[src/rtl/core/gbns_pkg.sv]
// shared types and constants of the go-back-n sender window
`timescale 1ns / 1ps

package gbns_pkg;

   // payload field widths
   localparam int OP_W          = 2;
   localparam int ACK_NUMBER_W  = 32;
   localparam int MAC_W         = 48;
   localparam int FRAME_INDEX_W = 10;
   localparam int SEQ_W         = 11;
   localparam int TOTAL_W       = 11;

   // widest frame index that a command can carry
   localparam int CMD_INDEX_W   = 16;

   // control register file
   localparam int CSR_INDEX_W   = 1;
   localparam int CSR_DATA_W    = 48;
   localparam logic [CSR_INDEX_W-1:0] REG_TOTAL_FRAMES = 1'd0;
   localparam logic [CSR_INDEX_W-1:0] REG_PEER_MAC     = 1'd1;

   // reset values and fixed offsets
   localparam logic [MAC_W-1:0] PEER_MAC_RESET = 48'h142D_27D6_C58F;
   localparam logic [SEQ_W-1:0] SEQ_OFFSET     = 11'd1000;

   // request opcodes
   localparam logic [OP_W-1:0] OP_START = 2'd0;
   localparam logic [OP_W-1:0] OP_ACK   = 2'd1;
   localparam logic [OP_W-1:0] OP_TICK  = 2'd2;

   // commands handed from the front end to the back end
   typedef enum logic [1:0] {
      CMD_START,
      CMD_ACK,
      CMD_TICK
   } cmd_kind_type;

   typedef struct packed {
      cmd_kind_type           kind;
      logic [CMD_INDEX_W-1:0] index;
   } cmd_type;

   // back end status seen by the front end
   typedef struct packed {
      logic clearing;
   } status_type;

endpackage

[src/rtl/core/gbns_req_if.sv]
// request channel carrying start, ack and tick words
`timescale 1ns / 1ps

interface gbns_req_if;
   logic                                  valid;
   logic                                  ready;
   logic [gbns_pkg::OP_W-1:0]             op;
   logic [gbns_pkg::ACK_NUMBER_W-1:0]     ack_number;
   logic [gbns_pkg::MAC_W-1:0]            source_mac;

   modport source (output valid, output op, output ack_number, output source_mac,
                   input ready);
   modport sink (input valid, input op, input ack_number, input source_mac,
                 output ready);
endinterface

[src/rtl/core/gbns_rsp_if.sv]
// response channel carrying frames to transmit
`timescale 1ns / 1ps

interface gbns_rsp_if;
   logic                                  valid;
   logic                                  ready;
   logic [gbns_pkg::FRAME_INDEX_W-1:0]    frame_index;
   logic [gbns_pkg::SEQ_W-1:0]            tcp_sequence;
   logic                                  last;

   modport source (output valid, output frame_index, output tcp_sequence, output last,
                   input ready);
   modport sink (input valid, input frame_index, input tcp_sequence, input last,
                 output ready);
endinterface

[src/rtl/core/gbns_csr_if.sv]
// control register write channel
`timescale 1ns / 1ps

interface gbns_csr_if;
   logic                                  valid;
   logic                                  ready;
   logic [gbns_pkg::CSR_INDEX_W-1:0]      index;
   logic [gbns_pkg::CSR_DATA_W-1:0]       data;

   modport source (output valid, output index, output data, input ready);
   modport sink (input valid, input index, input data, output ready);
endinterface

[src/rtl/core/gbns_cmd_fifo.sv]
// two-entry command queue between front end and back end
`timescale 1ns / 1ps

module gbns_cmd_fifo (
   input  logic              clock,
   input  logic              reset,
   input  logic              push_valid,
   output logic              push_ready,
   input  gbns_pkg::cmd_type push_data,
   output logic              pop_valid,
   input  logic              pop_ready,
   output gbns_pkg::cmd_type pop_data
);

   localparam int DEPTH = 2;
   localparam int PTR_W = $clog2(DEPTH);
   localparam int CNT_W = $clog2(DEPTH + 1);

   gbns_pkg::cmd_type  entry_ff [DEPTH];
   logic [PTR_W-1:0]   wr_ptr_ff, wr_ptr_in;
   logic [PTR_W-1:0]   rd_ptr_ff, rd_ptr_in;
   logic [CNT_W-1:0]   count_ff, count_in;
   logic               do_push, do_pop;

   assign push_ready = (count_ff != CNT_W'(DEPTH));
   assign pop_valid  = (count_ff != '0);
   assign pop_data   = entry_ff[rd_ptr_ff];
   assign do_push    = push_valid && push_ready;
   assign do_pop     = pop_valid && pop_ready;

   // pointer and fill count update
   always_comb begin
      wr_ptr_in = wr_ptr_ff;
      rd_ptr_in = rd_ptr_ff;
      count_in  = count_ff;
      if (do_push) begin
         wr_ptr_in = (wr_ptr_ff == PTR_W'(DEPTH - 1)) ? '0 : wr_ptr_ff + PTR_W'(1);
      end
      if (do_pop) begin
         rd_ptr_in = (rd_ptr_ff == PTR_W'(DEPTH - 1)) ? '0 : rd_ptr_ff + PTR_W'(1);
      end
      if (do_push && !do_pop) begin
         count_in = count_ff + CNT_W'(1);
      end else if (do_pop && !do_push) begin
         count_in = count_ff - CNT_W'(1);
      end
   end

   always_ff @(posedge clock) begin
      if (reset) begin
         wr_ptr_ff <= '0;
         rd_ptr_ff <= '0;
         count_ff  <= '0;
      end else begin
         wr_ptr_ff <= wr_ptr_in;
         rd_ptr_ff <= rd_ptr_in;
         count_ff  <= count_in;
      end
   end

   // entry storage
   always_ff @(posedge clock) begin
      if (do_push) begin
         entry_ff[wr_ptr_ff] <= push_data;
      end
   end

endmodule

[src/rtl/core/gbns_front.sv]
// front end: accepts request words and turns them into commands
`timescale 1ns / 1ps

module gbns_front #(
   parameter int TOT_W = 11
) (
   gbns_req_if.sink                      req_if,
   input  logic [gbns_pkg::MAC_W-1:0]    peer_mac,
   input  logic [TOT_W-1:0]              eff_total,
   input  gbns_pkg::status_type          status,
   output logic                          push_valid,
   input  logic                          push_ready,
   output gbns_pkg::cmd_type             push_data
);

   localparam int ACK_W = gbns_pkg::ACK_NUMBER_W;
   localparam int IDX_W = gbns_pkg::CMD_INDEX_W;

   logic accept;
   logic keep;
   logic ack_ok;

   // no words taken while the ack map is being cleared
   assign req_if.ready = push_ready && !status.clearing;
   assign accept       = req_if.valid && req_if.ready;

   // ack from the peer, numbered 1 to the frame total
   assign ack_ok = (req_if.source_mac == peer_mac) &&
                   (req_if.ack_number != '0) &&
                   (req_if.ack_number <= ACK_W'(eff_total));

   // classify the word
   always_comb begin
      push_data.kind  = gbns_pkg::CMD_TICK;
      push_data.index = IDX_W'(req_if.ack_number - ACK_W'(1));
      keep            = 1'b0;
      case (req_if.op)
         gbns_pkg::OP_START: begin
            push_data.kind = gbns_pkg::CMD_START;
            keep           = 1'b1;
         end
         gbns_pkg::OP_ACK: begin
            push_data.kind = gbns_pkg::CMD_ACK;
            keep           = ack_ok;
         end
         gbns_pkg::OP_TICK: begin
            push_data.kind = gbns_pkg::CMD_TICK;
            keep           = 1'b1;
         end
         default: begin
            keep = 1'b0;
         end
      endcase
   end

   // dropped words are accepted but never queued
   assign push_valid = accept && keep;

endmodule

[src/rtl/core/gbns_back.sv]
// back end: ack map, window base and frame burst sequencer
`timescale 1ns / 1ps

module gbns_back #(
   parameter int MAX_FRAMES = 1024,
   parameter int WINDOW     = 5,
   parameter int TOT_W      = 11
) (
   input  logic                 clock,
   input  logic                 reset,
   input  logic [TOT_W-1:0]     eff_total,
   input  logic                 pop_valid,
   output logic                 pop_ready,
   input  gbns_pkg::cmd_type    pop_data,
   output gbns_pkg::status_type status,
   gbns_rsp_if.source           rsp_if
);

   localparam int IDX_W = $clog2(MAX_FRAMES);
   localparam int LIM_W = TOT_W + 1;
   localparam int FI_W  = gbns_pkg::FRAME_INDEX_W;
   localparam int SQ_W  = gbns_pkg::SEQ_W;

   typedef enum logic [1:0] {
      ST_CLEAR,
      ST_IDLE,
      ST_TICK,
      ST_BURST
   } state_type;

   state_type           state_ff, state_in;
   logic [TOT_W-1:0]    base_ff, base_in;
   logic [TOT_W-1:0]    ptr_ff, ptr_in;
   logic [LIM_W-1:0]    emit_lim_ff, emit_lim_in;
   logic [LIM_W-1:0]    walk_lim_ff, walk_lim_in;
   logic                clear_ff, clear_in;
   logic                rsp_valid_ff, rsp_valid_in;
   logic [TOT_W-1:0]    rsp_index_ff, rsp_index_in;
   logic                rsp_last_ff, rsp_last_in;

   // ack map, one bit per frame
   logic                acked_mem [MAX_FRAMES];
   logic                rd_bit_ff;
   logic                mem_we;
   logic [IDX_W-1:0]    mem_waddr;
   logic                mem_wdata;

   logic                out_free;
   logic [LIM_W-1:0]    base_ext, tot_ext, max_ext, win_ext, ptr_ext;
   logic [LIM_W-1:0]    base_win;
   logic [LIM_W-1:0]    start_lim;

   assign out_free  = !rsp_valid_ff || rsp_if.ready;
   assign base_ext  = LIM_W'(base_ff);
   assign tot_ext   = LIM_W'(eff_total);
   assign max_ext   = LIM_W'(MAX_FRAMES);
   assign win_ext   = LIM_W'(WINDOW);
   assign ptr_ext   = LIM_W'(ptr_ff);
   assign base_win  = base_ext + win_ext;
   assign start_lim = (win_ext < tot_ext) ? win_ext : tot_ext;

   assign pop_ready       = (state_ff == ST_IDLE);
   assign status.clearing = (state_ff == ST_CLEAR);

   // sequencer next state, memory write port and output register
   always_comb begin
      state_in     = state_ff;
      base_in      = base_ff;
      ptr_in       = ptr_ff;
      emit_lim_in  = emit_lim_ff;
      walk_lim_in  = walk_lim_ff;
      clear_in     = clear_ff;
      rsp_valid_in = out_free ? 1'b0 : rsp_valid_ff;
      rsp_index_in = rsp_index_ff;
      rsp_last_in  = rsp_last_ff;
      mem_we       = 1'b0;
      mem_waddr    = ptr_ff[IDX_W-1:0];
      mem_wdata    = 1'b0;
      case (state_ff)
         ST_CLEAR: begin
            mem_we = 1'b1;
            if (ptr_ff == TOT_W'(MAX_FRAMES - 1)) begin
               ptr_in   = '0;
               state_in = ST_IDLE;
            end else begin
               ptr_in = ptr_ff + TOT_W'(1);
            end
         end
         ST_IDLE: begin
            if (pop_valid) begin
               case (pop_data.kind)
                  gbns_pkg::CMD_START: begin
                     base_in     = '0;
                     ptr_in      = '0;
                     emit_lim_in = start_lim;
                     walk_lim_in = start_lim;
                     clear_in    = 1'b0;
                     if (start_lim != '0) begin
                        state_in = ST_BURST;
                     end
                  end
                  gbns_pkg::CMD_ACK: begin
                     mem_we    = 1'b1;
                     mem_waddr = pop_data.index[IDX_W-1:0];
                     mem_wdata = 1'b1;
                  end
                  gbns_pkg::CMD_TICK: begin
                     // map bit of the base is read on this edge
                     if (base_ff < eff_total) begin
                        state_in = ST_TICK;
                     end
                  end
                  default: begin
                     state_in = ST_IDLE;
                  end
               endcase
            end
         end
         ST_TICK: begin
            if (rd_bit_ff) begin
               // base acked: slide by one, expose the next frame
               if (base_win < tot_ext) begin
                  if (out_free) begin
                     rsp_valid_in = 1'b1;
                     rsp_index_in = TOT_W'(base_win);
                     rsp_last_in  = 1'b1;
                     base_in      = base_ff + TOT_W'(1);
                     state_in     = ST_IDLE;
                  end
               end else begin
                  base_in  = base_ff + TOT_W'(1);
                  state_in = ST_IDLE;
               end
            end else begin
               // go back: clear and resend the whole window
               ptr_in      = base_ff;
               emit_lim_in = (base_win < tot_ext) ? base_win : tot_ext;
               walk_lim_in = (base_win < max_ext) ? base_win : max_ext;
               clear_in    = 1'b1;
               state_in    = ST_BURST;
            end
         end
         ST_BURST: begin
            if (out_free) begin
               mem_we = clear_ff;
               if (ptr_ext < emit_lim_ff) begin
                  rsp_valid_in = 1'b1;
                  rsp_index_in = ptr_ff;
                  rsp_last_in  = (ptr_ext + LIM_W'(1) == emit_lim_ff);
               end
               ptr_in = ptr_ff + TOT_W'(1);
               if (ptr_ext + LIM_W'(1) == walk_lim_ff) begin
                  state_in = ST_IDLE;
               end
            end
         end
         default: begin
            state_in = ST_IDLE;
         end
      endcase
   end

   always_ff @(posedge clock) begin
      if (reset) begin
         state_ff     <= ST_CLEAR;
         base_ff      <= '0;
         ptr_ff       <= '0;
         emit_lim_ff  <= '0;
         walk_lim_ff  <= '0;
         clear_ff     <= 1'b0;
         rsp_valid_ff <= 1'b0;
      end else begin
         state_ff     <= state_in;
         base_ff      <= base_in;
         ptr_ff       <= ptr_in;
         emit_lim_ff  <= emit_lim_in;
         walk_lim_ff  <= walk_lim_in;
         clear_ff     <= clear_in;
         rsp_valid_ff <= rsp_valid_in;
      end
      rsp_index_ff <= rsp_index_in;
      rsp_last_ff  <= rsp_last_in;
   end

   // ack map write and registered read of the base bit
   always_ff @(posedge clock) begin
      if (mem_we) begin
         acked_mem[mem_waddr] <= mem_wdata;
      end
      rd_bit_ff <= acked_mem[base_ff[IDX_W-1:0]];
   end

   // response word
   assign rsp_if.valid        = rsp_valid_ff;
   assign rsp_if.frame_index  = FI_W'(rsp_index_ff);
   assign rsp_if.tcp_sequence = SQ_W'(rsp_index_ff) + gbns_pkg::SEQ_OFFSET;
   assign rsp_if.last         = rsp_last_ff;

endmodule

[src/rtl/core/go_back_n_sender_window.sv]
// Go-back-N sender window. A start word rewinds the base to frame 0 and sends the first
// window; an ack word from the peer MAC marks its frame in the ack map; a tick word slides
// past an acked base (sending base plus WINDOW if it exists) or clears the window marks and
// resends the window. Request words are taken by the front end and queued; an ack writes
// its map bit, a tick first reads the base bit from the registered map read and then slides
// or resends, and bursts leave at one frame per cycle while the receiver is ready, through
// the single response register. After reset the ack map is swept clear, during which no
// request word is taken; register writes are taken at any time.
`timescale 1ns / 1ps

module go_back_n_sender_window #(
   parameter int MAX_FRAMES = 1024,
   parameter int WINDOW     = 5
) (
   input  logic          clock,
   input  logic          reset,
   gbns_req_if.sink      req_if,
   gbns_rsp_if.source    rsp_if,
   gbns_csr_if.sink      csr_if
);

   localparam int IDX_W   = $clog2(MAX_FRAMES);
   localparam int TOT_W   = (IDX_W + 1 > gbns_pkg::TOTAL_W) ? IDX_W + 1 : gbns_pkg::TOTAL_W;
   localparam int TF_W    = gbns_pkg::TOTAL_W;
   localparam int MAC_W   = gbns_pkg::MAC_W;

   logic [TF_W-1:0]        total_frames_ff, total_frames_in;
   logic [MAC_W-1:0]       peer_mac_ff, peer_mac_in;
   logic [TOT_W-1:0]       eff_total;
   logic                   csr_write;
   logic                   push_valid, push_ready;
   gbns_pkg::cmd_type      push_data;
   logic                   pop_valid, pop_ready;
   gbns_pkg::cmd_type      pop_data;
   gbns_pkg::status_type   status;

   // register writes
   assign csr_if.ready = 1'b1;
   assign csr_write    = csr_if.valid && csr_if.ready;

   always_comb begin
      total_frames_in = total_frames_ff;
      peer_mac_in     = peer_mac_ff;
      if (csr_write) begin
         case (csr_if.index)
            gbns_pkg::REG_TOTAL_FRAMES: total_frames_in = TF_W'(csr_if.data);
            gbns_pkg::REG_PEER_MAC:     peer_mac_in     = MAC_W'(csr_if.data);
            default: begin
               total_frames_in = total_frames_ff;
            end
         endcase
      end
   end

   always_ff @(posedge clock) begin
      if (reset) begin
         total_frames_ff <= '0;
         peer_mac_ff     <= gbns_pkg::PEER_MAC_RESET;
      end else begin
         total_frames_ff <= total_frames_in;
         peer_mac_ff     <= peer_mac_in;
      end
   end

   // frame total limited to the map depth
   assign eff_total = (TOT_W'(total_frames_ff) > TOT_W'(MAX_FRAMES)) ?
                      TOT_W'(MAX_FRAMES) : TOT_W'(total_frames_ff);

   gbns_front #(
      .TOT_W (TOT_W)
   ) u_front (
      .req_if     (req_if),
      .peer_mac   (peer_mac_ff),
      .eff_total  (eff_total),
      .status     (status),
      .push_valid (push_valid),
      .push_ready (push_ready),
      .push_data  (push_data)
   );

   gbns_cmd_fifo u_cmd_fifo (
      .clock      (clock),
      .reset      (reset),
      .push_valid (push_valid),
      .push_ready (push_ready),
      .push_data  (push_data),
      .pop_valid  (pop_valid),
      .pop_ready  (pop_ready),
      .pop_data   (pop_data)
   );

   gbns_back #(
      .MAX_FRAMES (MAX_FRAMES),
      .WINDOW     (WINDOW),
      .TOT_W      (TOT_W)
   ) u_back (
      .clock      (clock),
      .reset      (reset),
      .eff_total  (eff_total),
      .pop_valid  (pop_valid),
      .pop_ready  (pop_ready),
      .pop_data   (pop_data),
      .status     (status),
      .rsp_if     (rsp_if)
   );

endmodule
[src/flat_wrapper.sv]
// flat-port wrapper written by rule: the top's interface ports become plain ports
module go_back_n_sender_window_flat 
#(
   parameter int MAX_FRAMES = 1024,
   parameter int WINDOW     = 5
)
  (clock, reset, req_if_valid, req_if_op, req_if_ack_number, req_if_source_mac, req_if_ready, rsp_if_valid, rsp_if_frame_index, rsp_if_tcp_sequence, rsp_if_last, rsp_if_ready, csr_if_valid, csr_if_index, csr_if_data, csr_if_ready);
  gbns_req_if req_if_i ();
  gbns_rsp_if rsp_if_i ();
  gbns_csr_if csr_if_i ();
  input  logic clock;
  input  logic reset;
  input wire logic [$bits(req_if_i.valid)-1:0] req_if_valid;
  input wire logic [$bits(req_if_i.op)-1:0] req_if_op;
  input wire logic [$bits(req_if_i.ack_number)-1:0] req_if_ack_number;
  input wire logic [$bits(req_if_i.source_mac)-1:0] req_if_source_mac;
  output wire logic [$bits(req_if_i.ready)-1:0] req_if_ready;
  output wire logic [$bits(rsp_if_i.valid)-1:0] rsp_if_valid;
  output wire logic [$bits(rsp_if_i.frame_index)-1:0] rsp_if_frame_index;
  output wire logic [$bits(rsp_if_i.tcp_sequence)-1:0] rsp_if_tcp_sequence;
  output wire logic [$bits(rsp_if_i.last)-1:0] rsp_if_last;
  input wire logic [$bits(rsp_if_i.ready)-1:0] rsp_if_ready;
  input wire logic [$bits(csr_if_i.valid)-1:0] csr_if_valid;
  input wire logic [$bits(csr_if_i.index)-1:0] csr_if_index;
  input wire logic [$bits(csr_if_i.data)-1:0] csr_if_data;
  output wire logic [$bits(csr_if_i.ready)-1:0] csr_if_ready;
  assign req_if_i.valid = req_if_valid;
  assign req_if_i.op = req_if_op;
  assign req_if_i.ack_number = req_if_ack_number;
  assign req_if_i.source_mac = req_if_source_mac;
  assign req_if_ready = req_if_i.ready;
  assign rsp_if_valid = rsp_if_i.valid;
  assign rsp_if_frame_index = rsp_if_i.frame_index;
  assign rsp_if_tcp_sequence = rsp_if_i.tcp_sequence;
  assign rsp_if_last = rsp_if_i.last;
  assign rsp_if_i.ready = rsp_if_ready;
  assign csr_if_i.valid = csr_if_valid;
  assign csr_if_i.index = csr_if_index;
  assign csr_if_i.data = csr_if_data;
  assign csr_if_ready = csr_if_i.ready;
  go_back_n_sender_window #(.MAX_FRAMES(MAX_FRAMES), .WINDOW(WINDOW)) u_core (.clock(clock), .reset(reset), .req_if(req_if_i), .rsp_if(rsp_if_i), .csr_if(csr_if_i));
endmodule
[config.mk]
export PLATFORM = sky130hd
export DESIGN_NAME = go_back_n_sender_window_flat
export DESIGN_NICKNAME = d
export VERILOG_FILES = /design/src/rtl/core/gbns_pkg.sv /design/src/rtl/core/gbns_req_if.sv /design/src/rtl/core/gbns_rsp_if.sv /design/src/rtl/core/gbns_csr_if.sv /design/src/rtl/core/gbns_cmd_fifo.sv /design/src/rtl/core/gbns_front.sv /design/src/rtl/core/gbns_back.sv /design/src/rtl/core/go_back_n_sender_window.sv /design/src/flat_wrapper.sv
export SDC_FILE = /design/constraint.sdc
export NUM_CORES = 2
export LEC_CHECK = 0
export BUFFER_PORTS_ARGS = -buffer_cell sky130_fd_sc_hd__buf_4
export CORE_UTILIZATION = 30
export CTS_BUF_LIST = sky130_fd_sc_hd__clkbuf_8
export DETAILED_ROUTE_END_ITERATION = 6
export GPL_TIMING_DRIVEN = 0
export REMOVE_ABC_BUFFERS = 1
export SETUP_SLACK_MARGIN = 0.5
export SLEW_MARGIN = 40
export SYNTH_ARGS = -nofsm -noshare
export SYNTH_HDL_FRONTEND = slang
export SYNTH_SLANG_ARGS = --single-unit
[constraint.sdc]
create_clock -name clock -period 17.7 [get_ports clock]
set_input_delay 3.54 -clock clock [delete_from_list [all_inputs] [get_ports clock]]
set_output_delay 3.54 -clock clock [all_outputs]
set_load 0.01 [all_outputs]
=== Yosys cells after proc, flatten, opt, wreduce, memory -nomap -nowiden ===
Memories as Yosys holds them, arrays and structs flattened. A register that Yosys moved wholly into a read port is not among the register bits.
Cells that the tools add are included.

* Memories: 2
* Memory bits (writable): 1060
* Logic and storage cells: 166
* Flip-flop bits (word level): 125
* Input port bits: 136
* Output and inout bits: 25

{| class="wikitable"
|+ Memories
! memory !! depth !! width !! rd ports !! clocked after Yosys merged registers in !! wr ports !! line !! RTL
|-
| u_core.u_back.acked_mem || 1024 || 1 || 1 || 1 || 1 || gbns_back.sv:42 || <nowiki>logic acked_mem [MAX_FRAMES];</nowiki>
|-
| u_core.u_cmd_fifo.entry_ff || 2 || 18 || 1 || 1 || 1 || gbns_cmd_fifo.sv:19 || <nowiki>gbns_pkg::cmd_type entry_ff [DEPTH];</nowiki>
|}

* Add/sub/neg operators: 10
* Eq/ne operators: 27
* $lt $le $gt $ge: 7
* Reductions and logical operators: 31
* Muxes and demuxes: 74
* Bitwise operators: 1

{| class="wikitable"
|+ Operators with widths
! operator !! count
|-
| 11-bit 2-to-1 mux || 15
|-
| 12-bit 2-to-1 mux || 6
|-
| 48-bit equality test || 1
|-
| 12-bit one-hot mux with 2 select lines || 2
|-
| 11-bit one-hot mux with 2 select lines || 2
|-
| 11-bit one-hot mux with 4 select lines || 1
|-
| 32-bit by 11-bit <= comparator with 1-bit output || 1
|-
| 32-bit nonzero test || 1
|-
| 10-bit 2-to-1 mux || 3
|-
| 1-bit 2-to-1 mux || 26
|-
| 12-bit equality test || 2
|-
| 2-bit inequality test, second input constant || 12
|-
| 11-bit by 1-bit adder with 11-bit output, second input constant || 2
|-
| 2-bit 2-to-1 mux || 11
|-
| 16-bit by 1-bit subtractor with 16-bit output, second input constant || 1
|-
| 11-bit by 1-bit adder with 12-bit output, second input constant || 1
|-
| 11-bit by 3-bit adder with 12-bit output, second input constant || 1
|-
| 11-bit by 12-bit less-than comparator with 1-bit output || 1
|-
| 12-bit by 11-bit less-than comparator with 1-bit output || 1
|-
| 12-bit by 11-bit less-than comparator with 1-bit output, second input constant || 1
|-
| 12-bit nonzero test || 1
|-
| 11-bit by 10-bit adder with 11-bit output, second input constant || 1
|-
| 11-bit by 10-bit equality test with 1-bit output, second input constant || 1
|-
| 11-bit > comparator, second input constant || 1
|-
| 26 further kinds || 55
|}

=== Longest topological paths before layout ===
* Depth after elaboration: 11
* Depth in mapped cells: 17
* Depth with buffers taken out: 15

=== Hierarchy ===
A second synthesis with hierarchy kept.

* Cell total of the unflattened synthesis: 4240
* Area total of the unflattened synthesis: 54653.7 um2

{| class="wikitable"
|+ By module, submodules not included
! module !! area an instance (um2) !! times used !! cells each !! sequential area each (um2)
|-
| gbns_back || 49304.8 || 1 || 3751 || 32130.8
|-
| go_back_n_sender_window || 2687.6 || 1 || 253 || 1181.1
|-
| gbns_cmd_fifo || 1519.0 || 1 || 80 || 1181.1
|-
| gbns_front || 1142.3 || 1 || 156 || 0.0
|}

=== Worst setup path before layout ===
Ideal clock, no wire load.

* Kind: register to register
* Start point: reg with a tool-made name
* End point: mem u_core.u_back.acked_mem[133] (enable)
* Clock period less this slack: 9.825 ns
* Required time: 17.400 ns
* Slack: 7.875 ns
* Arrival time: 9.525 ns
* Library setup time: 0.300 ns
* Stages on the path, launching flop included: 11
* Path through: dfxtp_1 buf_2 or3b_1 a21oi_2 buf_4 buf_2 a21oi_1 nor2_1 nand3_1 clkbuf_1 nor2_1

{| class="wikitable"
|+ RTL lines
! item !! line
|-
| end, declared || gbns_back.sv:42
|}

=== Worst setup path in the final report ===
* Start point: reg u_core.u_back.rsp_index_ff[8]
* End point: out rsp_if_tcp_sequence[10]

* Word-level cells in the longest chain between the ends: 1

{| class="wikitable"
|+ Ends and longest elaborated chain
! item !! line !! RTL
|-
| start, declared || gbns_back.sv:38 || <nowiki>logic [TOT_W-1:0] rsp_index_ff, rsp_index_in;</nowiki>
|-
| start signal, assigned || gbns_back.sv:181 || <nowiki>rsp_index_ff <= rsp_index_in;</nowiki>
|-
| 11-bit by 10-bit adder with 11-bit output || gbns_back.sv:196 || <nowiki>assign rsp_if.tcp_sequence = SQ_W'(rsp_index_ff) + gbns_pkg::SEQ_OFFSET;</nowiki>
|-
| end, declared || flat_wrapper.sv:20 || <nowiki>output wire logic [$bits(rsp_if_i.tcp_sequence)-1:0] rsp_if_tcp_sequence;</nowiki>
|}

Every way passes these cells.

==> results.md <==
* Leakage at ~17 nW
* CTS Hold Bufs at 0
* Initial core utilization at 0.302
* Rows at 154
* Post-CTS Resized at 0
* WP data arrival at roughly 2500 ps
* Worst endpoint required time at about 14,000 ps
* # setup viols final at 0
* Count leader, synth: nor2_1
* Clock skew at about 66 ps
* Detailed Route WL at around 160,000 µm
* Clock transition at the registers of the reported paths at 50 ps
* Synth warn at 0
* Gpl congestion at between 0.8 and 0.9
* Final min period at slightly above 6000 ps
* CTS buffer count at between 150 and 200
* CTS tree: done
* Post-synth top area share at 0.598
* Post-DRT Antenna Nets at 0
* Ranking of synthesized cells by area: edfxtp_1 (60%), mux4_2 (11%), nor2_1 (8.0%)
* Async set or reset register ratio after synthesis at 0
* RSZ-0062 raised after global routing: false
* Max-cap violations at 0
* Core area at about 180,000 µm²
* Area of the multi-input gates at 17,900 µm²
* Gr usage total at 0.170
* IO Port Bufs at between 150 and 200
* Pwr Density at between 80 and 90 nW/µm²
* Total power at 5.55 mW
* First-pass GRT wire length at 227,000 µm
* Vias post-DR at roughly 35,000
* Clk_lat worst skew at between 900 and 1000 ps
* R2r setup slk at between 10,000 and 15,000 ps
* I/O Pins at approximately 160
* Crit path launch type: register
* Crit Path Class: reg2out
* Ys flop type: edfxtp_1
* Sequential cell area at 34,200 µm²
* Max Fclk at 165 MHz
* Crit share post-route at 0.342
* Final Hold Fails at 0
* WL/cell at 23.3 µm
* Peak VDD IR at just under 0.00009 V
* #FFs+latches synth at between 1,000 and 1,500
* Critical path fanouts, max at 3
* Vias in the first global route at 34,200
* Top cells by count, synth: nor2_1 (1,138), edfxtp_1 (1,060), nand2_1 (277)
* Top cell type by total area after synthesis: edfxtp_1
* Post-layout util at 0.352
* Layout Nets at 4,378
* Crit end category: output pin
* Worst Hold Margin at ~460 ps
* Post-CTS setup buffers at 0
* Outcome: finished with violations
* Pins Over Slew Limit at 0
* Vias per Instance at between 5 and 6
* Synthesized area per cell at between 10 and 15 µm²
* Antenna violations before repair at 2
* Synthesis-to-finish area growth at 16.4%
* Failing checks: design-rule violations
* EDFF count, synth at roughly 1,100
* Die Area at between 150,000 and 200,000 µm²
* Largest net degree at the start of global routing at 111
* Post-Syn Area at between 50,000 and 60,000 µm²
* Overall die width at between 400 and 500 µm
* Rel. slew slack at 0.381
* Num Clock Sinks at roughly 1,200
* Worst slew pin tran at between 900 and 1000 ps
* FILL cells at ~17,000
* Htree depth at 4
* DRC at roughly 160
* Layout cells sized above 1 at 0.203
* Post-DP HPWL at 96,400 µm
* Overflow after GRT at 0
* Seq/Total Area, Yosys at 0.641
* Drt pass-1 iters at 7
* Root Buffer: clkbuf_8
* Initial drt markers at between 4,000 and 5,000
* Hold Crit Class: reg2reg
* Die Ht at about 420 µm
* Clock Tree Buf Depth at 3
* Setup_tns at 0 ps
* Synth cell types at 75
* Cells after synthesis at around 4,100
## registers in the layout, summed over array words and instances, names as in the netlist, 2 cells and up, named ones only
signal / cells
u_core.total_frames_ff: 11
u_core.u_cmd_fifo.count_ff: 2
u_core.u_back.base_ff: 11
u_core.u_cmd_fifo.entry_ff: 24
u_core.u_back.ptr_ff: 11
u_core.u_back.acked_mem: 1024
u_core.u_back.walk_lim_ff: 12
u_core.peer_mac_ff: 48
u_core.u_back.rsp_index_ff: 11
u_core.u_back.state_ff: 2
u_core.u_back.emit_lim_ff: 12
## cell families (layout without fill, tap and decap cells)
family,after synthesis,count (layout),synth area share
AO/OA/AOI/OAI,321,321,0.0396
AND/OR/NAND/NOR,1667,1667,0.129
buffers and inverters,392,661,0.0328
XOR/XNOR,109,109,0.0179
multiplexers,359,359,0.128
other,1,5,0.0000704
adder cells (fa/ha/maj),51,51,0.0120
flip-flops,1175,1175,0.641
## report_power, final
part	leakage, nW	switching (mW)	internal (mW)
Sequential	8.59	0.0209	3.00
Combinational	6.06	0.266	0.110
Clock	2.00	1.13	1.03
## cell usage in the layout (no fill, tap or decap), types with 50 or more instances in the layout
| cell | n |
|---|---|
| buf_4 | 158 |
| nor2_1 | 1122 |
| nand2_1 | 224 |
| a21oi_1 | 90 |
| dfxtp_1 | 106 |
| mux4_2 | 249 |
| clkbuf_8 | 194 |
| edfxtp_1 | 1060 |
| mux2i_1 | 86 |
| xor2_1 | 56 |
| inv_1 | 113 |
| xnor2_1 | 53 |
| ha_1 | 50 |
| buf_12 | 58 |
## layout make-up
| cell class | instances | area share |
|---|---|---|
| Clock inverter | 152 | 0.0117 |
| Inverter | 39 | 0.00240 |
| Multi-Input combinational cell | 2508 | 0.289 |
| Sequential cell | 1175 | 0.551 |
| Timing Repair Buffer | 276 | 0.0555 |
| Tap cell | 2340 | 0.0472 |
| Clock buffer | 194 | 0.0430 |
| Antenna cell | 4 | 0.000161 |
## critical path: stages (launching register included)
cell      delay [ps]
edfxtp_1         430
or4_1            560
a211oi_1         280
xnor2_1          180
buf_4            160
## metrics by stage
| stage | std cells | setup slack, ps | cell area [µm²] |
|---|---|---|---|
| after floorplan | 3722 | -4910 | 51700 |
| after global placement | 6221 | -21220 | 55800 |
| after detailed placement | 6338 | 10860 | 58600 |
| after CTS | 6684 | 11570 | 62000 |
| after global routing | 6685 | 11460 | 62000 |
| final | 6688 | 11650 | 62000 |
## final timing paths
| kind | startpoint | endpoint | cells past startpoint |
|---|---|---|---|
| max reg2reg | u_core.u_back.base_ff[0] | u_core.u_back.rsp_index_ff[5] | 12 |
| min | u_core.peer_mac_ff[36] | u_core.peer_mac_ff[36] | 2 |
| max | u_core.u_back.rsp_index_ff[8] | rsp_if_tcp_sequence[10] | 4 |
| min reg2reg | u_core.peer_mac_ff[36] | u_core.peer_mac_ff[36] | 2 |
## layer usage
metal  vias up  GRT usage  wire length (µm)
met4         0     0.0590              4700
met1     18000      0.237             65500
met5         -          0                 0
met2      1803      0.259             69900
li1      15100          -                 -
met3       303     0.0371             15600
No activity file was read; power rests on OpenSTA's default activity.
